--- src/sv/owtr_pkg.sv ---
// ----------------------------------------------------------------------------
// owtr_pkg
// Shared types for the one-wire temperature reader: timing registers and
// the per-tick result word.
// ----------------------------------------------------------------------------
`default_nettype none

package owtr_pkg;

  localparam int unsigned CfgIdxW = 3;
  localparam int unsigned CfgDataW = 16;

  typedef struct packed {
    logic [15:0] reset_low_ticks;
    logic [15:0] presence_wait_ticks;
    logic [7:0]  write_setup_ticks;
    logic [7:0]  write_hold_ticks;
    logic [7:0]  read_low_ticks;
    logic [7:0]  read_sample_ticks;
    logic [7:0]  read_recover_ticks;
  } cfg_t;

  typedef struct packed {
    logic        drive_low;
    logic        busy_res;
    logic        done_res;
    logic        presence_missing;
    logic [15:0] temperature_raw;
  } res_t;

endpackage

`default_nettype wire

--- src/sv/owtr_if.sv ---
// ----------------------------------------------------------------------------
// owtr_in_if / owtr_out_if
// Valid/ready channels for bus ticks in and per-tick results out.
// ----------------------------------------------------------------------------
`default_nettype none

interface owtr_in_if;
  logic valid;
  logic ready;
  logic line_sample;
  logic start_request;

  modport source (output valid, output line_sample, output start_request, input ready);
  modport sink (input valid, input line_sample, input start_request, output ready);
endinterface

interface owtr_out_if;
  logic        valid;
  logic        ready;
  logic        drive_low;
  logic        busy_res;
  logic        done_res;
  logic        presence_missing;
  logic [15:0] temperature_raw;

  modport source (output valid, output drive_low, output busy_res, output done_res,
                  output presence_missing, output temperature_raw, input ready);
  modport sink (input valid, input drive_low, input busy_res, input done_res,
                input presence_missing, input temperature_raw, output ready);
endinterface

`default_nettype wire

--- src/sv/owtr_cfg.sv ---
// ----------------------------------------------------------------------------
// owtr_cfg
// Slot timing register file, written through a plain write port.
// ----------------------------------------------------------------------------
`default_nettype none

module owtr_cfg (
  input  wire logic                          clk,
  input  wire logic                          rst_n,
  input  wire logic                          cfg_we,
  input  wire logic [owtr_pkg::CfgIdxW-1:0]  cfg_index,
  input  wire logic [owtr_pkg::CfgDataW-1:0] cfg_wdata,
  output owtr_pkg::cfg_t                     cfg
);
  import owtr_pkg::*;

  typedef enum logic [CfgIdxW-1:0] {
    IDX_RESET_LOW    = 3'd0,
    IDX_PRES_WAIT    = 3'd1,
    IDX_WRITE_SETUP  = 3'd2,
    IDX_WRITE_HOLD   = 3'd3,
    IDX_READ_LOW     = 3'd4,
    IDX_READ_SAMPLE  = 3'd5,
    IDX_READ_RECOVER = 3'd6
  } reg_idx_t;

  cfg_t cfg_r;

  always_ff @(posedge clk) begin
    if (!rst_n) begin
      cfg_r.reset_low_ticks     <= 16'd247;
      cfg_r.presence_wait_ticks <= 16'd27;
      cfg_r.write_setup_ticks   <= 8'd5;
      cfg_r.write_hold_ticks    <= 8'd20;
      cfg_r.read_low_ticks      <= 8'd1;
      cfg_r.read_sample_ticks   <= 8'd1;
      cfg_r.read_recover_ticks  <= 8'd17;
    end else if (cfg_we) begin
      case (cfg_index)
        IDX_RESET_LOW:    cfg_r.reset_low_ticks     <= cfg_wdata;
        IDX_PRES_WAIT:    cfg_r.presence_wait_ticks <= cfg_wdata;
        IDX_WRITE_SETUP:  cfg_r.write_setup_ticks   <= cfg_wdata[7:0];
        IDX_WRITE_HOLD:   cfg_r.write_hold_ticks    <= cfg_wdata[7:0];
        IDX_READ_LOW:     cfg_r.read_low_ticks      <= cfg_wdata[7:0];
        IDX_READ_SAMPLE:  cfg_r.read_sample_ticks   <= cfg_wdata[7:0];
        IDX_READ_RECOVER: cfg_r.read_recover_ticks  <= cfg_wdata[7:0];
        default: ;
      endcase
    end
  end

  assign cfg = cfg_r;

endmodule

`default_nettype wire

--- src/sv/owtr_seq.sv ---
// ----------------------------------------------------------------------------
// owtr_seq
// Bus script sequencer: reset/presence, four command bytes across the two
// resets, two read bytes. Advances one bus tick per accepted word.
// ----------------------------------------------------------------------------
`default_nettype none

module owtr_seq (
  input  wire logic  clk,
  input  wire logic  rst_n,
  input  wire logic  step,
  input  wire logic  line_sample,
  input  wire logic  start_request,
  input  wire owtr_pkg::cfg_t cfg,
  output owtr_pkg::res_t res
);
  import owtr_pkg::*;

  typedef enum logic [3:0] {
    PH_IDLE, PH_RST_LOW, PH_RST_WAIT, PH_RST_HOLD, PH_W_SETUP, PH_W_HOLD,
    PH_R_LOW, PH_R_SAMPLE, PH_R_RECOV, PH_DONE
  } phase_t;

  // script steps
  localparam logic [2:0] StepResetA  = 3'd0;
  localparam logic [2:0] StepSkipA   = 3'd1;
  localparam logic [2:0] StepConvert = 3'd2;
  localparam logic [2:0] StepResetB  = 3'd3;
  localparam logic [2:0] StepSkipB   = 3'd4;
  localparam logic [2:0] StepReadCmd = 3'd5;
  localparam logic [2:0] StepReadLo  = 3'd6;
  localparam logic [2:0] StepReadHi  = 3'd7;

  // bus command bytes
  localparam logic [7:0] CmdSkipRom     = 8'hCC;
  localparam logic [7:0] CmdConvert     = 8'h44;
  localparam logic [7:0] CmdReadScratch = 8'hBE;

  phase_t      phase_r, phase_nxt;
  logic [2:0]  cmd_r, cmd_nxt;
  logic [2:0]  bit_r, bit_nxt;
  logic [15:0] tick_r, tick_nxt;
  logic [7:0]  shift_r, shift_nxt;
  logic [7:0]  low_r, low_nxt;
  logic [15:0] result_r, result_nxt;
  logic        pres_r, pres_nxt;

  logic [15:0] limit;
  logic [15:0] cnt_inc;
  logic        tdone;
  logic        do_begin;
  logic [2:0]  item_sel;
  phase_t      begin_phase;
  logic [7:0]  begin_shift;
  logic [2:0]  bit_inc;
  logic        drive;
  logic        busy;
  logic        done;

  // slot length of the current phase
  always_comb begin
    unique case (phase_r)
      PH_RST_LOW:  limit = cfg.reset_low_ticks;
      PH_RST_WAIT: limit = cfg.presence_wait_ticks;
      PH_W_SETUP:  limit = {8'd0, cfg.write_setup_ticks};
      PH_W_HOLD:   limit = {8'd0, cfg.write_hold_ticks};
      PH_R_LOW:    limit = {8'd0, cfg.read_low_ticks};
      PH_R_SAMPLE: limit = {8'd0, cfg.read_sample_ticks};
      PH_R_RECOV:  limit = {8'd0, cfg.read_recover_ticks};
      default:     limit = 16'd1;
    endcase
  end

  assign cnt_inc = tick_r + 16'd1;
  // a zero register acts as one tick; wrap also ends the slot
  assign tdone   = (cnt_inc >= limit) || (cnt_inc == 16'd0);
  assign bit_inc = bit_r + 3'd1;
  assign item_sel = (phase_r == PH_IDLE) ? StepResetA : cmd_r + 3'd1;

  // script item decode
  always_comb begin
    unique case (item_sel)
      StepResetA, StepResetB: begin
        begin_phase = PH_RST_LOW;
        begin_shift = shift_r;
      end
      StepReadLo, StepReadHi: begin
        begin_phase = PH_R_LOW;
        begin_shift = 8'h00;
      end
      StepSkipA, StepSkipB: begin
        begin_phase = PH_W_SETUP;
        begin_shift = CmdSkipRom;
      end
      StepConvert: begin
        begin_phase = PH_W_SETUP;
        begin_shift = CmdConvert;
      end
      StepReadCmd: begin
        begin_phase = PH_W_SETUP;
        begin_shift = CmdReadScratch;
      end
      default: begin
        begin_phase = PH_IDLE;
        begin_shift = shift_r;
      end
    endcase
  end

  always_comb begin
    phase_nxt  = phase_r;
    cmd_nxt    = cmd_r;
    bit_nxt    = bit_r;
    tick_nxt   = tick_r;
    shift_nxt  = shift_r;
    low_nxt    = low_r;
    result_nxt = result_r;
    pres_nxt   = pres_r;
    do_begin   = 1'b0;
    drive      = 1'b0;
    busy       = 1'b1;
    done       = 1'b0;

    unique case (phase_r)
      PH_RST_LOW: begin
        drive    = 1'b1;
        tick_nxt = tdone ? 16'd0 : cnt_inc;
        if (tdone) phase_nxt = PH_RST_WAIT;
      end
      PH_RST_WAIT: begin
        tick_nxt = tdone ? 16'd0 : cnt_inc;
        if (tdone) begin
          if (!line_sample) begin
            phase_nxt = PH_RST_HOLD;
          end else begin
            pres_nxt = 1'b1;
            do_begin = 1'b1;
          end
        end
      end
      PH_RST_HOLD: begin
        // wait for the sensor to release the line
        if (line_sample) do_begin = 1'b1;
      end
      PH_W_SETUP: begin
        drive    = 1'b1;
        tick_nxt = tdone ? 16'd0 : cnt_inc;
        if (tdone) phase_nxt = PH_W_HOLD;
      end
      PH_W_HOLD: begin
        drive    = ~shift_r[0];
        tick_nxt = tdone ? 16'd0 : cnt_inc;
        if (tdone) begin
          shift_nxt = {1'b0, shift_r[7:1]};
          bit_nxt   = bit_inc;
          if (bit_inc == 3'd0) do_begin = 1'b1;
          else phase_nxt = PH_W_SETUP;
        end
      end
      PH_R_LOW: begin
        drive    = 1'b1;
        tick_nxt = tdone ? 16'd0 : cnt_inc;
        if (tdone) phase_nxt = PH_R_SAMPLE;
      end
      PH_R_SAMPLE: begin
        tick_nxt = tdone ? 16'd0 : cnt_inc;
        if (tdone) begin
          if (line_sample) shift_nxt[bit_r] = 1'b1;
          phase_nxt = PH_R_RECOV;
        end
      end
      PH_R_RECOV: begin
        tick_nxt = tdone ? 16'd0 : cnt_inc;
        if (tdone) begin
          bit_nxt = bit_inc;
          if (bit_inc != 3'd0) begin
            phase_nxt = PH_R_LOW;
          end else if (cmd_r == StepReadLo) begin
            low_nxt  = shift_r;
            do_begin = 1'b1;
          end else begin
            result_nxt = {shift_r, low_r};
            phase_nxt  = PH_DONE;
          end
        end
      end
      PH_DONE: begin
        busy      = 1'b0;
        done      = 1'b1;
        phase_nxt = PH_IDLE;
      end
      default: begin
        busy      = 1'b0;
        phase_nxt = PH_IDLE;
        if (start_request) begin
          pres_nxt = 1'b0;
          do_begin = 1'b1;
        end
      end
    endcase

    if (do_begin) begin
      cmd_nxt   = item_sel;
      tick_nxt  = 16'd0;
      bit_nxt   = 3'd0;
      phase_nxt = begin_phase;
      shift_nxt = begin_shift;
    end
  end

  always_ff @(posedge clk) begin
    if (!rst_n) begin
      phase_r  <= PH_IDLE;
      cmd_r    <= 3'd0;
      bit_r    <= 3'd0;
      tick_r   <= 16'd0;
      shift_r  <= 8'd0;
      low_r    <= 8'd0;
      result_r <= 16'd0;
      pres_r   <= 1'b0;
    end else if (step) begin
      phase_r  <= phase_nxt;
      cmd_r    <= cmd_nxt;
      bit_r    <= bit_nxt;
      tick_r   <= tick_nxt;
      shift_r  <= shift_nxt;
      low_r    <= low_nxt;
      result_r <= result_nxt;
      pres_r   <= pres_nxt;
    end
  end

  always_comb begin
    res.drive_low        = drive;
    res.busy_res         = busy;
    res.done_res         = done;
    res.presence_missing = pres_nxt;
    res.temperature_raw  = result_nxt;
  end

endmodule

`default_nettype wire

--- src/sv/one_wire_temperature_reader.sv ---
// ----------------------------------------------------------------------------
// one_wire_temperature_reader
// One-wire master: reset, skip ROM, convert, reset, skip ROM, read
// scratchpad, then two bytes of raw temperature. One word in per bus tick.
// ----------------------------------------------------------------------------
//  channel  dir  payload                                          handshake
//  in_ch    in   line_sample, start_request                      valid/ready
//  out_ch   out  drive_low, busy_res, done_res, presence_missing, valid/ready
//                temperature_raw
//  cfg_*    in   cfg_index, cfg_wdata                             cfg_we
//
// Each accepted word is one bus tick and yields one result word; one word
// per cycle is sustained while the output takes its words. The sequencer
// state advances in the accept cycle and the result lands in the output
// register on the same edge. A stalled output holds its word; the input is
// taken again in the cycle the output register drains. Reset is synchronous
// and restores the timing registers to their defaults.
// ----------------------------------------------------------------------------
`default_nettype none

module one_wire_temperature_reader (
  input  wire logic                          clk,
  input  wire logic                          rst_n,
  owtr_in_if.sink                            in_ch,
  owtr_out_if.source                         out_ch,
  input  wire logic                          cfg_we,
  input  wire logic [owtr_pkg::CfgIdxW-1:0]  cfg_index,
  input  wire logic [owtr_pkg::CfgDataW-1:0] cfg_wdata
);
  import owtr_pkg::*;

  cfg_t cfg;
  res_t res;
  res_t out_r;
  logic out_valid_r;
  logic step;

  assign in_ch.ready = !out_valid_r || out_ch.ready;
  assign step        = in_ch.valid && in_ch.ready;

  owtr_cfg u_cfg (
    .clk       (clk),
    .rst_n     (rst_n),
    .cfg_we    (cfg_we),
    .cfg_index (cfg_index),
    .cfg_wdata (cfg_wdata),
    .cfg       (cfg)
  );

  owtr_seq u_seq (
    .clk           (clk),
    .rst_n         (rst_n),
    .step          (step),
    .line_sample   (in_ch.line_sample),
    .start_request (in_ch.start_request),
    .cfg           (cfg),
    .res           (res)
  );

  always_ff @(posedge clk) begin
    if (!rst_n) begin
      out_valid_r <= 1'b0;
    end else if (step) begin
      out_valid_r <= 1'b1;
    end else if (out_ch.ready) begin
      out_valid_r <= 1'b0;
    end
  end

  // load the result word with the tick
  always_ff @(posedge clk) begin
    if (step) out_r <= res;
  end

  assign out_ch.valid            = out_valid_r;
  assign out_ch.drive_low        = out_r.drive_low;
  assign out_ch.busy_res         = out_r.busy_res;
  assign out_ch.done_res         = out_r.done_res;
  assign out_ch.presence_missing = out_r.presence_missing;
  assign out_ch.temperature_raw  = out_r.temperature_raw;

endmodule

`default_nettype wire

--- src/flat_wrapper.sv ---
// flat-port wrapper written by rule: the top's interface ports become plain ports
module one_wire_temperature_reader_flat import owtr_pkg::*;
  (clk, rst_n, cfg_we, cfg_index, cfg_wdata, in_ch_valid, in_ch_line_sample, in_ch_start_request, in_ch_ready, out_ch_valid, out_ch_drive_low, out_ch_busy_res, out_ch_done_res, out_ch_presence_missing, out_ch_temperature_raw, out_ch_ready);
  owtr_in_if in_ch_i ();
  owtr_out_if out_ch_i ();
  input  wire logic clk;
  input  wire logic rst_n;
  input  wire logic cfg_we;
  input  wire logic [owtr_pkg::CfgIdxW-1:0] cfg_index;
  input  wire logic [owtr_pkg::CfgDataW-1:0] cfg_wdata;
  input wire logic [$bits(in_ch_i.valid)-1:0] in_ch_valid;
  input wire logic [$bits(in_ch_i.line_sample)-1:0] in_ch_line_sample;
  input wire logic [$bits(in_ch_i.start_request)-1:0] in_ch_start_request;
  output wire logic [$bits(in_ch_i.ready)-1:0] in_ch_ready;
  output wire logic [$bits(out_ch_i.valid)-1:0] out_ch_valid;
  output wire logic [$bits(out_ch_i.drive_low)-1:0] out_ch_drive_low;
  output wire logic [$bits(out_ch_i.busy_res)-1:0] out_ch_busy_res;
  output wire logic [$bits(out_ch_i.done_res)-1:0] out_ch_done_res;
  output wire logic [$bits(out_ch_i.presence_missing)-1:0] out_ch_presence_missing;
  output wire logic [$bits(out_ch_i.temperature_raw)-1:0] out_ch_temperature_raw;
  input wire logic [$bits(out_ch_i.ready)-1:0] out_ch_ready;
  assign in_ch_i.valid = in_ch_valid;
  assign in_ch_i.line_sample = in_ch_line_sample;
  assign in_ch_i.start_request = in_ch_start_request;
  assign in_ch_ready = in_ch_i.ready;
  assign out_ch_valid = out_ch_i.valid;
  assign out_ch_drive_low = out_ch_i.drive_low;
  assign out_ch_busy_res = out_ch_i.busy_res;
  assign out_ch_done_res = out_ch_i.done_res;
  assign out_ch_presence_missing = out_ch_i.presence_missing;
  assign out_ch_temperature_raw = out_ch_i.temperature_raw;
  assign out_ch_i.ready = out_ch_ready;
  one_wire_temperature_reader u_core (.clk(clk), .rst_n(rst_n), .in_ch(in_ch_i), .out_ch(out_ch_i), .cfg_we(cfg_we), .cfg_index(cfg_index), .cfg_wdata(cfg_wdata));
endmodule
--- config.mk ---
export PLATFORM = sky130hd
export DESIGN_NAME = one_wire_temperature_reader_flat
export DESIGN_NICKNAME = d
export VERILOG_FILES = /design/src/sv/owtr_pkg.sv /design/src/sv/owtr_if.sv /design/src/sv/owtr_cfg.sv /design/src/sv/owtr_seq.sv /design/src/sv/one_wire_temperature_reader.sv /design/src/flat_wrapper.sv
export SDC_FILE = /design/constraint.sdc
export NUM_CORES = 1
export LEC_CHECK = 0
export ABC_AREA = 1
export ABC_CLOCK_PERIOD_IN_PS = 8460
export BUFFER_PORTS_ARGS = -buffer_cell sky130_fd_sc_hd__buf_4
export CORE_MARGIN = 3
export CORE_UTILIZATION = 40
export CTS_BUF_LIST = sky130_fd_sc_hd__clkbuf_8 sky130_fd_sc_hd__clkbuf_16
export DETAILED_ROUTE_END_ITERATION = 10
export HOLD_SLACK_MARGIN = 0.08
export PLACE_DENSITY = 0.56
export SETUP_SLACK_MARGIN = 0.5
export SKIP_CTS_REPAIR_TIMING = 1
export SLEW_MARGIN = 0
export SYNTH_ARGS = -nofsm -noshare
export SYNTH_HDL_FRONTEND = slang
export SYNTH_HIERARCHICAL = 1
export SYNTH_SLANG_ARGS = --single-unit
--- constraint.sdc ---
create_clock -name clk -period 8.46 [get_ports clk]
set_input_delay 1.692 -clock clk [delete_from_list [all_inputs] [get_ports clk]]
set_output_delay 1.692 -clock clk [all_outputs]
set_load 0.01 [all_outputs]
* Yosys cells after proc, flatten, opt, wreduce, memory -nomap -nowiden
Index checks and enable logic that the tools add are counted.
** Word-level totals
- Register bits :: 152
- Bits in latches :: 0
- Memory bits (writable) :: 0
- Memory bits (read-only) :: 0
- Bits of input ports :: 26
- Output and inout bits :: 22
- Word-level logic and storage cells :: 157
- Memories kept :: 0
** Operators by class
- $add $sub $neg :: 3
- Multiply operators :: 0
- Divide/modulo/power cells :: 0
- Order comparisons :: 3
- Equal/unequal tests :: 36
- Shift operators :: 0
- Multiplexer cells :: 52
- Bitwise operators :: 3
- Reduce and logical (&&, ||, !) cells :: 39
** Operators by type and width (number)
- 16-bit two-way mux :: 7
- 16-bit case mux with 7 select lines :: 1
- 4-bit two-way mux :: 12
- 8-bit two-way mux :: 4
- 4-bit case mux with 8 select lines :: 1
- 8-bit case mux with 4 select lines :: 1
- 3-bit inequality test (second input constant) :: 10
- 3-bit == test (second input constant) :: 8
- 2-bit AND reduction :: 9
- 16-bit by 1-bit adder with 16-bit output (second input constant) :: 1
- 4-bit by 3-bit == test with 1-bit output (second input constant) :: 4
- 16-bit >= comparator :: 1
- 16-bit logical NOT :: 1
- 1-bit two-way mux :: 16
- 8-bit case mux with 2 select lines :: 1
- 8-bit OR reduction :: 2
- 3-bit by 2-bit == test with 1-bit output (second input constant) :: 4
- 3-bit two-way mux :: 4
- 4-bit case mux with 3 select lines :: 1
- 12-bit AND reduction :: 1
- 3-bit logical NOT :: 3
- 4-bit by 2-bit == test with 1-bit output (second input constant) :: 2
- 4-bit == test (second input constant) :: 2
- 8-bit OR :: 1
- 25 further kinds :: 39

* Depth between registers and ports, before layout
Gate-level depths: netlist of run 1.
- Word-level depth :: 9
- Gate-level depth with buffers :: 26
- Depth with buffers taken out :: 25

* Modules after synthesis
The synthesis of run 1 kept the hierarchy.
** By module, submodules not included
- owtr_seq :: instances 1, cells an instance 748, area each 4534.3 um2, seq. area each 1181.1 um2
- owtr_cfg :: instances 1, cells an instance 404, area each 2850.2 um2, seq. area each 1441.4 um2
- one_wire_temperature_reader :: instances 1, cells an instance 27, area each 651.9 um2, seq. area each 620.6 um2

* Least setup slack after synthesis of run 1
Ideal clock, no wire load.
- Kind :: input to register
- From :: input in_ch_valid
- To :: register u_core.u_seq.low_r[6]
- Library setup time :: 0.128 ns
- Data arrival time :: 3.905 ns
- Data required time :: 8.332 ns
- Slack :: 4.427 ns
- Cell stages on the path :: 9
- Buffers on the path :: 2
- Cell sequence :: inv_1 -> a21oi_1 -> clkbuf_1 -> inv_2 -> nor2_1 -> nand3_1 -> clkbuf_1 -> o21ai_0 -> a21oi_1
** Between the ends
- Cells in the longest elaborated chain, start to end :: 2
** Ends and longest elaborated chain
- start, declared :: line flat_wrapper.sv:11 : input wire logic [$bits(in_ch_i.valid)-1:0] in_ch_valid;
- 1-bit logical AND :: line one_wire_temperature_reader.sv:39 : assign step = in_ch.valid && in_ch.ready;
- via u_core.step :: line one_wire_temperature_reader.sv:36 : logic step;
- 5-bit AND reduction (no source line)
- end signal, assigned :: line owtr_seq.sv:227 : low_r <= low_nxt;
- end, declared :: line owtr_seq.sv:44 : logic [7:0] low_r, low_nxt;
The timed path passes the listed nets, and every way through them passes these cells.
A chain may end at the register's enable or synchronous reset.

* Final worst setup path of run 1
- From :: register u_core.u_seq.phase_r[2]
- To :: register u_core.u_seq.tick_r[1]
** Between the ends
- Cells in the longest elaborated chain, start to end :: 8
- Elaborated cells on any way between the ends :: 23
- Those cells by class :: 1 x order compare; 9 x eq/ne; 8 x mux; 5 x reduce/logical
** Ends and longest elaborated chain
- start, declared :: line owtr_seq.sv:39 : phase_t phase_r, phase_nxt;
- start signal, assigned :: line owtr_seq.sv:222 : phase_r <= phase_nxt;
- 4-bit == test (tied with other cells) :: line owtr_seq.sv:62, owtr_seq.sv:124
- 16-bit case mux with 7 select lines :: line owtr_seq.sv:62 : unique case (phase_r)
- 16-bit >= comparator :: line owtr_seq.sv:76 : assign tdone = (cnt_inc >= limit) || (cnt_inc == 16'd0);
- 1-bit logical OR :: line owtr_seq.sv:76
- 1-bit two-way mux, on equally long branches :: line owtr_seq.sv:174, owtr_seq.sv:132, owtr_seq.sv:153
- 1-bit case mux with 5 select lines :: line owtr_seq.sv:124 : unique case (phase_r)
- 2-bit nonzero test (no source line)
- 2-bit AND reduction (no source line)
- end signal, assigned :: line owtr_seq.sv:225 : tick_r <= tick_nxt;
- end, declared :: line owtr_seq.sv:42 : logic [15:0] tick_r, tick_nxt;
Parallel ways exist; a longest one is shown, timed or not. The select of a mux whose other input is x is not followed.

==> flow_metrics.env, run 1 <==
export IMPL_fill_cells=2027
export IMPL_min_delay_path_depth=2
export IMPL_placed_area_um2=8540
export IMPL_critical_path_top_delay_family="simple AND/OR/NAND/NOR gates"
export IMPL_synth_area_um2=8040
export IMPL_drt_iter0_drc=579
export IMPL_power_leakage_nw=4.01
export IMPL_die_y_um=148
export IMPL_multi_input_area_um2=4070
export IMPL_routedWlPerCell_um=14.3
export IMPL_grt_pass1_wl_um=34200
export IMPL_max_cap_viol_count=0
export IMPL_synth_cells=1179
export IMPL_p_total_mw=2.71
export IMPL_critPathCaptureType="register"
export IMPL_drv_slew=0
export IMPL_track_usage_pct=19.4
export IMPL_avgSynthCellArea_um2=6.82
export IMPL_viasPerCell=4.96
export IMPL_grt_overflow=0
export IMPL_final_common_cell="nand2_1"
export IMPL_routed_wl_um=21200
export IMPL_die_w_um=148
export IMPL_start_kind="register"
export IMPL_drt_pass1_iter_count=5
export IMPL_drive_gt1_share_pct=10.6
export IMPL_drc=0
export IMPL_synth_fp_nets=1227
export IMPL_initial_core_util_pct=41.0
export IMPL_seqCellArea_um2=3240
export IMPL_setup_violations=0
export IMPL_clkTransAtPathRegs_ns=0.06
export IMPL_ys_ff_latch=152
export IMPL_period_needed_ns=4.28
export IMPL_worstSkewPairLatency_ns=0.43
export IMPL_gp_congestion=0.846
export IMPL_critical_path_buf_inv_count=4
export IMPL_cp_common_cell="nor2_1"
export IMPL_critPathMaxFanout=18
export IMPL_worst_slew_pin_slew_ns=1.11
export IMPL_final_cell_mix="nand2_1, nor2_1, dfxtp_1"
export IMPL_min_path_type="register to register"
export IMPL_die_area_um2=21800
export IMPL_via_count=7349
export IMPL_grt_pass1_vias=6642
export IMPL_grt_max_degree=105
export IMPL_synthesis_yosys_warnings=6
export IMPL_hold_viol_final=0
export IMPL_clock_skew_ns=0.0117
export IMPL_synth_edf_count=20
export IMPL_area_delta_synth_final_pct=13.8
export IMPL_critical_path_slowest_cell="nor2_1"
export IMPL_status="finished, final reports clean"
export IMPL_rows=51
export IMPL_ys_seq_area_share_pct=40.4
export IMPL_synthFlopType="dfxtp_1"
export IMPL_htree_num_levels=4
export IMPL_synth_cell_types=41
export IMPL_synth_async_reset_ratio_pct=0
export IMPL_finalCritPeriodShare_pct=50.6
export IMPL_crit_type="register to register"
export IMPL_timing_fmax_ghz=0.234
export IMPL_hpwl_um=14600
export IMPL_fin_area_um2=9150
export IMPL_diodes=0
export IMPL_cts_buffer_depth=2
export IMPL_cp_num_cells=22
export IMPL_core_um2=19600
export IMPL_relSlewSlack_pct=26.0
export IMPL_tns_ns=0
export IMPL_max_stage_delay_ns=0.71
export IMPL_cp_arrival_ns=4.59
export IMPL_crit_chain="inv_1 -> nor2_1 -> inv_1 -> nor2_1 -> nand2_1 -> nand4_1 -> a211oi_1 -> ha_1 -> a21oi_1 -> nor2_1 -> o21ai_0 -> nand2_1 -> nand2_1 -> nand3_1 -> inv_1 -> nand2_2 -> nand2_2 -> nand3_4 -> o21ai_4 -> inv_2 -> o21ai_0 -> nor2_1"
export IMPL_clock_sinks=152
export IMPL_ctsRootBufferMaster="clkbuf_16"
export IMPL_port_buffer_count=47
export IMPL_ios=48
export IMPL_critPathRequiredTime_ns=8.77
export IMPL_r2r_cells=22
export IMPL_ir_drop_mv=0.172
export IMPL_antenna_found_initial=0
export IMPL_cts_buffers_inserted=17
export IMPL_ant_nets=0
export IMPL_grt_setup_unrepaired="no"
export IMPL_power_density_nw_per_um2=297
export IMPL_fin_nets=1251
export IMPL_cts_tree="yes"
-- logic make-up after synthesis --
group,count (synthesis),share of synthesized area [%]
AOI/OAI and AO/OA,183,13.0
buffers and inverters,180,9.11
xor gates and xnor gates,1,0.109
and+or+nand+nor,641,34.0
adders and majority gates,22,3.43
DFF,152,40.4
-- path summary, 6_finish.rpt --
kind                                               from                     end  slack (ns)
worst max-delay path            u_core/u_seq/phase_r[2]  u_core/u_seq/tick_r[1]        4.18
worst min-delay path              u_core/u_seq/low_r[5]   u_core/u_seq/low_r[5]        0.46
worst max register to register  u_core/u_seq/phase_r[2]  u_core/u_seq/tick_r[1]        4.18
worst min register to register    u_core/u_seq/low_r[5]   u_core/u_seq/low_r[5]        0.46
-- flip-flops by register name (all words and copies together), names as in the netlist --
name / cells
u_core/u_seq/pres_r: 1
u_core/u_seq/phase_r: 4
u_core/u_seq/low_r: 8
u_core/out_ch.busy_res: 1
u_core/u_seq/result_r: 16
u_core/u_seq/tick_r: 16
u_core/u_seq/bit_r: 3
u_core/out_ch.presence_missing: 1
u_core/out_ch.valid: 1
u_core/u_seq/cmd_r: 3
u_core/out_ch.drive_low: 1
u_core/out_ch.temperature_raw: 16
u_core/u_seq/shift_r: 8
u_core/out_ch.done_res: 1
u_core/u_cfg/cfg: 72
-- synthesized netlist by cell type, types with 2 or more instances --
cell type	number	area, µm²
nand2_1	267	1000
nor2_1	210	788
dfxtp_1	132	2640
inv_1	122	458
nand3_1	105	526
o21ai_0	59	295
a21oi_1	56	280
o21ai_1	29	145
ha_1	22	275
edfxtp_1	20	601
clkbuf_1	17	63.8
nand4_1	16	100
a22o_1	15	131
buf_2	15	75.1
nor2_2	12	75.1
nand2_2	10	62.6
inv_2	9	33.8
buf_4	8	60.1
nor3_1	8	40.0
nor2_4	7	78.8
buf_1	6	22.5
a211oi_1	5	37.5
o22ai_1	5	31.3
a221oi_1	3	26.3
clkinv_1	2	7.51
nand3_2	2	20.0
nor4_1	2	12.5
o211ai_1	2	15.0
-- worst min-delay path, cell delays in order (launching register included) --
cell,delay [ns]
dfxtp_1,0.30
inv_1,0.06
a21oi_1,0.05
-- cell type report --
| cell class | instances | area share, % |
|---|---|---|
| Clock inverter | 15 | 2.00 |
| Timing Repair Buffer | 52 | 4.27 |
| Clock buffer | 17 | 4.65 |
| Inverter | 133 | 5.46 |
| Multi-Input combinational cell | 847 | 44.5 |
| Sequential cell | 152 | 35.5 |
| Tap cell | 265 | 3.63 |
-- through the flow --
step           setup slack [ns]  util (%)  cells  hold slack (ns)
2_1_floorplan              4.43         -   1179            0.429
3_3_place_gp               4.26      43.6   1449            0.446
3_5_place_dp               4.20      43.6   1449            0.450
4_1_cts                    4.17      46.7   1481            0.462
5_1_grt                    3.74      46.7   1481            0.477
6_report                   4.18      46.7   1481            0.456
-- metal layers --
metal,vias up,track usage [%],wire length [µm]
li1,3861,-,-
met1,3304,27.1,10500
met2,165,31.2,9550
met3,19,3.00,882
met4,0,5.87,286
met5,-,0,0
-- report_power, final --
part	total, mW	leakage [nW]	switching [mW]	internal, mW
Clock	0.783	0.282	0.336	0.446
Sequential	0.891	1.28	0.0771	0.814
Combinational	1.04	2.45	0.709	0.332
Total	2.71	4.01	1.12	1.59
No activity file was read; power rests on OpenSTA's default activity.
==> inputs of run 2 (changes only) <==
ABC_CLOCK_PERIOD_IN_PS = 4450   (was 8460)
clock period = 4.45 ns   (was 8.46 ns; I/O delays follow)
==> run 2 against run 1 <==
Compared with the run above:
- sequential cell count unchanged
- utilization increased by 0.54 points
- register-to-register slack got worse by 3.3 ns
- via count increased by 1.7%
- critical endpoint unchanged
- wire length decreased by 0.43%
- maximum frequency increased by 21%
- largest power group unchanged
- clock-buffer cell count unchanged
- setup slack got worse by 3.3 ns
==> flow_metrics.env, run 2 (synthesis results as in run 1) <==
export IMPL_power_density_nw_per_um2=566
export IMPL_critPathRequiredTime_ns=4.76
export IMPL_drc=0
export IMPL_clock_sinks=152
export IMPL_reg2reg_from="u_core/u_seq/phase_r[3]"
export IMPL_core_um2=19600
export IMPL_gp_congestion=0.838
export IMPL_cp_arrival_ns=3.85
export IMPL_ios=48
export IMPL_post_place_cells=1459
export IMPL_cp_common_cell="nand2_1"
export IMPL_initial_core_util_pct=41.0
export IMPL_ant_nets=0
export IMPL_grt_pass1_vias=6624
export IMPL_hold_viol_final=0
export IMPL_final_common_cell="nand2_1"
export IMPL_holdPathEnd="u_core/u_seq/low_r[1]"
export IMPL_r2r_end="u_core/u_seq/tick_r[1]"
export IMPL_htree_num_levels=4
export IMPL_worstSkewPairLatency_ns=0.42
export IMPL_grt_pass1_wl_um=34600
export IMPL_cts_tree="yes"
export IMPL_drt_iter0_drc=423
export IMPL_max_stage_delay_ns=0.42
export IMPL_relSlewSlack_pct=28.1
export IMPL_start_kind="register"
export IMPL_instances_no_fill=1494
export IMPL_diodes=0
export IMPL_finalCritPeriodShare_pct=79.4
export IMPL_setup_violations=0
export IMPL_fin_nets=1264
export IMPL_ir_drop_mv=0.347
export IMPL_tns_ns=0
export IMPL_die_y_um=148
export IMPL_r2r_slack_ns=0.92
export IMPL_critPathCaptureType="register"
export IMPL_drv_slew=0
export IMPL_routedWlPerCell_um=14.1
export IMPL_rows=51
export IMPL_viasPerCell=5.00
export IMPL_critPathMaxFanout=18
export IMPL_track_usage_pct=19.7
export IMPL_drt_pass1_iter_count=5
export IMPL_via_count=7472
export IMPL_antenna_found_initial=0
export IMPL_die_area_um2=21800
export IMPL_ctsRootBufferMaster="clkbuf_16"
export IMPL_worst_slew_pin_slew_ns=1.08
export IMPL_critical_path_top_delay_family="simple AND/OR/NAND/NOR gates"
export IMPL_port_buffer_count=47
export IMPL_grt_max_degree=104
export IMPL_period_needed_ns=3.53
export IMPL_max_cap_viol_count=0
export IMPL_r2r_cells=22
export IMPL_hpwl_um=14700
export IMPL_hold_start="u_core/u_seq/low_r[1]"
export IMPL_min_delay_path_depth=2
export IMPL_power_leakage_nw=4.08
export IMPL_grt_overflow=0
export IMPL_cts_buffer_depth=2
export IMPL_crit_type="register to register"
export IMPL_area_delta_synth_final_pct=15.1
export IMPL_status="finished, final reports clean"
export IMPL_critical_path_buf_inv_count=4
export IMPL_drive_gt1_share_pct=12.2
export IMPL_grt_setup_unrepaired="no"
export IMPL_die_w_um=148
export IMPL_largest_reg_flops=72
export IMPL_min_path_type="register to register"
export IMPL_clkTransAtPathRegs_ns=0.06
export IMPL_cts_buffers_inserted=17
export IMPL_fill_cells=2021
export IMPL_critical_path_slowest_cell="dfxtp_1"
export IMPL_final_cell_mix="nand2_1, nor2_1, dfxtp_1"
export IMPL_timing_fmax_ghz=0.283
export IMPL_crit_chain="nor2_1 -> nand2_1 -> clkinv_1 -> buf_4 -> nand2_1 -> nand4_1 -> a211oi_2 -> ha_1 -> a21oi_1 -> nor2_1 -> nor3_1 -> nand2_1 -> nand2_1 -> nand3_1 -> inv_1 -> nand2_2 -> nand2_2 -> nand3_4 -> o21ai_4 -> inv_2 -> o21ai_0 -> nor2_1"
export IMPL_clock_skew_ns=0.0111
export IMPL_routed_wl_um=21100
==> run 2: cell count changes in the layout (fill, tap and decap cells not counted), moves of 2 or more <==
cell / delta
a211oi_1: -2
nor2_1: -2
a211oi_2: +2
nor2_2: +2
buf_4: +12
==> run 2: area by class of cell <==
cell class,instances,area [µm²],area share (%)
clock buffer,17,425,4.60
clock inverter,15,159,1.72
inverter,133,499,5.40
multi-input combinational,847,4100,44.3
sequential,152,3240,35.1
tap,265,332,3.58
timing repair buffer,65,492,5.32
==> run 2: through the flow <==
step	hold WS (ns)	area (µm²)	setup slack (ns)	power (mW)	util (%)
after detailed placement	0.444	8610	0.644	3.77	44.0
after global placement	0.443	8610	0.626	3.77	44.0
after global routing	0.481	9250	0.542	5.65	47.2
after floorplan	0.429	8040	1.22	3.22	-
final	0.457	9250	0.916	5.24	47.2
after CTS	0.459	9200	0.632	5.22	46.9
==> run 2: how the worst max path moves through the flow <==
stage	end	slack [ns]	start	depth (start not counted)
floorplan	u_core/u_seq/tick_r[6]	1.22	u_core/u_seq/phase_r[2]	25
global placement	u_core/u_seq/shift_r[1]	0.63	u_core/u_seq/phase_r[1]	22
detailed placement	u_core/u_seq/shift_r[1]	0.64	u_core/u_seq/phase_r[1]	22
CTS	u_core/u_seq/shift_r[1]	0.63	u_core/u_seq/phase_r[0]	22
global route	u_core/u_seq/tick_r[0]	0.54	u_core/u_seq/phase_r[1]	24
finish	u_core/u_seq/tick_r[1]	0.92	u_core/u_seq/phase_r[3]	22
==> run 2: power by group <==
group          internal (mW)  switching (mW)
clock network          0.791           0.629
logic                  0.721            1.40
registers               1.55           0.148
total                   3.06            2.18
==> run 2: tightest hold or removal path, delay by kind of cell (launching register included) <==
family                 cells  cell delay (ns)
buffers and inverters      1             0.06
DFF                        1             0.29
AOI/OAI and AO/OA          1             0.05
==> run 2: routing by layer <==
metal | global-route usage, % | share of wire (%) | vias to the layer above
li1 | - | - | 3892
met5 | 0 | 0 | -
met4 | 5.13 | 1.1 | 0
met1 | 28.0 | 49 | 3414
met2 | 31.2 | 46 | 153
met3 | 3.31 | 4.1 | 13
==> inputs of run 3 (changes only) <==
ABC_AREA = 0   (was 1)
ABC_CLOCK_PERIOD_IN_PS = 3350   (was 4450)
clock period = 3.35 ns   (was 4.45 ns; I/O delays follow)
==> run 3 against run 2 <==
Compared with the run above:
- the run now ends with negative setup slack left
- utilization rose by 7.6 points
- combinational power fell by 28%
- critical path depth fell by 8
- design area rose by 16%
- clock-buffer cell count did not move
- first-iteration DRC count fell by 3.1%
- sequential cell count did not move
==> flow_metrics.env, run 3 <==
export IMPL_final_core_util_pct=54.8
export IMPL_synth_most_common_cell="dfxtp_1"
export IMPL_grt_overflow=0
export IMPL_cts_tree="yes"
export IMPL_core_um2=19500
export IMPL_fill_cells=1802
export IMPL_port_buffer_count=47
export IMPL_netlist_top_cells_area="dfxtp_1, mux2i_1, edfxtp_1"
export IMPL_die_area_um2=21700
export IMPL_die_y_um=147
export IMPL_grt_setup_unrepaired="yes"
export IMPL_initial_core_util_pct=40.8
export IMPL_clkTransAtPathRegs_ns=0.06
export IMPL_yosysTopAreaCellShare_pct=33.1
export IMPL_max_stage_delay_ns=0.57
export IMPL_critPathRequiredTime_ns=3.69
export IMPL_multi_input_area_um2=4880
export IMPL_drive_gt1_share_pct=34.0
export IMPL_final_cell_mix="buf_4, dfxtp_1, nand2_1"
export IMPL_synth_async_reset_ratio_pct=0
export IMPL_via_count=6648
export IMPL_p_total_mw=5.51
export IMPL_ir_drop_mv=0.466
export IMPL_ctsRootBufferMaster="clkbuf_16"
export IMPL_hpwl_um=14400
export IMPL_largest_reg_flops=72
export IMPL_fin_area_um2=10700
export IMPL_gp_congestion=0.815
export IMPL_drc=0
export IMPL_critPathMaxFanout=4
export IMPL_synth_fp_nets=907
export IMPL_drt_iter0_drc=410
export IMPL_critical_path_slowest_cell="or4_4"
export IMPL_worstSkewPairLatency_ns=0.43
export IMPL_synthFlopType="dfxtp_1"
export IMPL_setup_violations=57
export IMPL_clock_sinks=152
export IMPL_grt_max_degree=46
export IMPL_hold_viol_final=0
export IMPL_avgSynthCellArea_um2=9.28
export IMPL_crit_type="register to register"
export IMPL_antenna_found_initial=0
export IMPL_yosys_top_cells_count="dfxtp_1, nand2_1, mux2i_1"
export IMPL_fin_nets=1037
export IMPL_worst_slew_pin_slew_ns=0.899
export IMPL_htree_num_levels=4
export IMPL_failed_checks="negative setup slack"
export IMPL_timing_fmax_ghz=0.277
export IMPL_track_usage_pct=18.6
export IMPL_cp_arrival_ns=3.95
export IMPL_period_needed_ns=3.61
export IMPL_ant_nets=0
export IMPL_cts_buffers_inserted=17
export IMPL_fin_ws_ns=-0.257
export IMPL_seqCellArea_um2=3270
export IMPL_start_kind="register"
export IMPL_routedWlPerCell_um=16.5
export IMPL_final_common_cell="buf_4"
export IMPL_viasPerCell=5.25
export IMPL_diodes=0
export IMPL_grt_pass1_vias=6271
export IMPL_rows=51
export IMPL_cp_num_cells=14
export IMPL_synth_edf_count=20
export IMPL_area_delta_synth_final_pct=34.3
export IMPL_max_cap_viol_count=0
export IMPL_critical_path_buf_inv_count=3
export IMPL_power_density_nw_per_um2=515
export IMPL_tns_ns=-6.56
export IMPL_ys_ff_latch=152
export IMPL_power_leakage_nw=4.42
export IMPL_relSlewSlack_pct=39.9
export IMPL_crit_chain="nand4_1 -> buf_4 -> o21a_1 -> or2_2 -> ha_1 -> nand4_1 -> or4_4 -> a211oi_4 -> a21o_1 -> buf_4 -> o21ai_2 -> buf_4 -> or3_1 -> a21oi_1"
export IMPL_synth_cells=859
export IMPL_synth_cell_types=76
export IMPL_cts_buffer_depth=2
export IMPL_r2r_cells=14
export IMPL_drt_pass1_iter_count=5
export IMPL_drv_slew=0
export IMPL_placed_area_um2=9320
export IMPL_finalCritPeriodShare_pct=108
export IMPL_critical_path_top_delay_family="simple AND/OR/NAND/NOR gates"
export IMPL_hold_slack_ns=0.457
export IMPL_grt_pass1_wl_um=32700
export IMPL_min_path_type="register to register"
export IMPL_critPathCaptureType="register"
export IMPL_routed_wl_um=20900
export IMPL_synth_area_leader_cell="dfxtp_1"
export IMPL_synth_area_um2=7970
export IMPL_clock_skew_ns=0.0139
export IMPL_min_delay_path_depth=2
export IMPL_synthesis_yosys_warnings=6
export IMPL_die_w_um=147
export IMPL_ys_seq_area_share_pct=40.7
export IMPL_status="finished with violations"
export IMPL_ios=48
export IMPL_cp_common_cell="buf_4"
==> run 3: cell count changes after synthesis, sizes merged, moves of 21 or more <==
cell and delta:
nor2 -185, nand2 -148, inv -121, mux2i +105, nand3 -79, o21ai -56, nor2b +31, a22oi +21
==> run 3: worst paths after layout <==
kind / from / end / slack, ns
max: u_core/u_seq/tick_r[7] / u_core/u_seq/cmd_r[0] / -0.26
min: u_core/u_seq/result_r[11] / u_core/u_seq/result_r[11] / 0.46
min reg2reg: u_core/u_seq/result_r[11] / u_core/u_seq/result_r[11] / 0.46
max reg2reg: u_core/u_seq/tick_r[7] / u_core/u_seq/cmd_r[0] / -0.26
==> run 3: power by group <==
| part | leakage [nW] | internal [mW] | switching [mW] |
|---|---|---|---|
| Combinational | 2.84 | 0.733 | 0.793 |
| Sequential | 1.28 | 1.91 | 0.0599 |
| Clock | 0.298 | 1.19 | 0.822 |
==> run 3: cells by family (layout without fill, tap and decap cells) <==
group / after synthesis / count (layout) / share of synthesized area (%)
AND/OR/NAND/NOR: 300 / 300 / 19.6
AO/OA/AOI/OAI: 165 / 165 / 13.8
flip-flops: 152 / 152 / 40.7
multiplexers: 122 / 122 / 15.6
buffers and inverters: 78 / 221 / 4.68
adder cells (fa/ha/maj): 22 / 22 / 3.45
XOR/XNOR: 20 / 20 / 2.20
==> run 3: per-layer routing <==
layer  vias up  routed length [µm]  global-route usage [%]
li1       3349                   -                       -
met1      3187               10300                    26.6
met2        97                9810                    29.2
met3        15                 609                    3.52
met4         0                 216                    4.52
met5         -                   0                       0
==> run 3: layout make-up <==
type	count	area share, %
tap	265	3.10
multi-input combinational	629	45.6
timing repair buffer	179	14.7
clock inverter	15	1.78
inverter	10	0.351
clock buffer	17	3.97
sequential	152	30.6
==> run 3: through the flow <==
stage,instances,worst slack [ns]
after floorplan,859,-0.140
after global placement,1203,-0.277
after detailed placement,1203,-0.254
after CTS,1235,-0.264
after global routing,1267,-0.401
final,1267,-0.257
==> run 3: worst min-delay path: stages, from the launching register on <==
cell	delay (ns)
dfxtp_1	0.32
nand3_2	0.05
o21ai_1	0.05
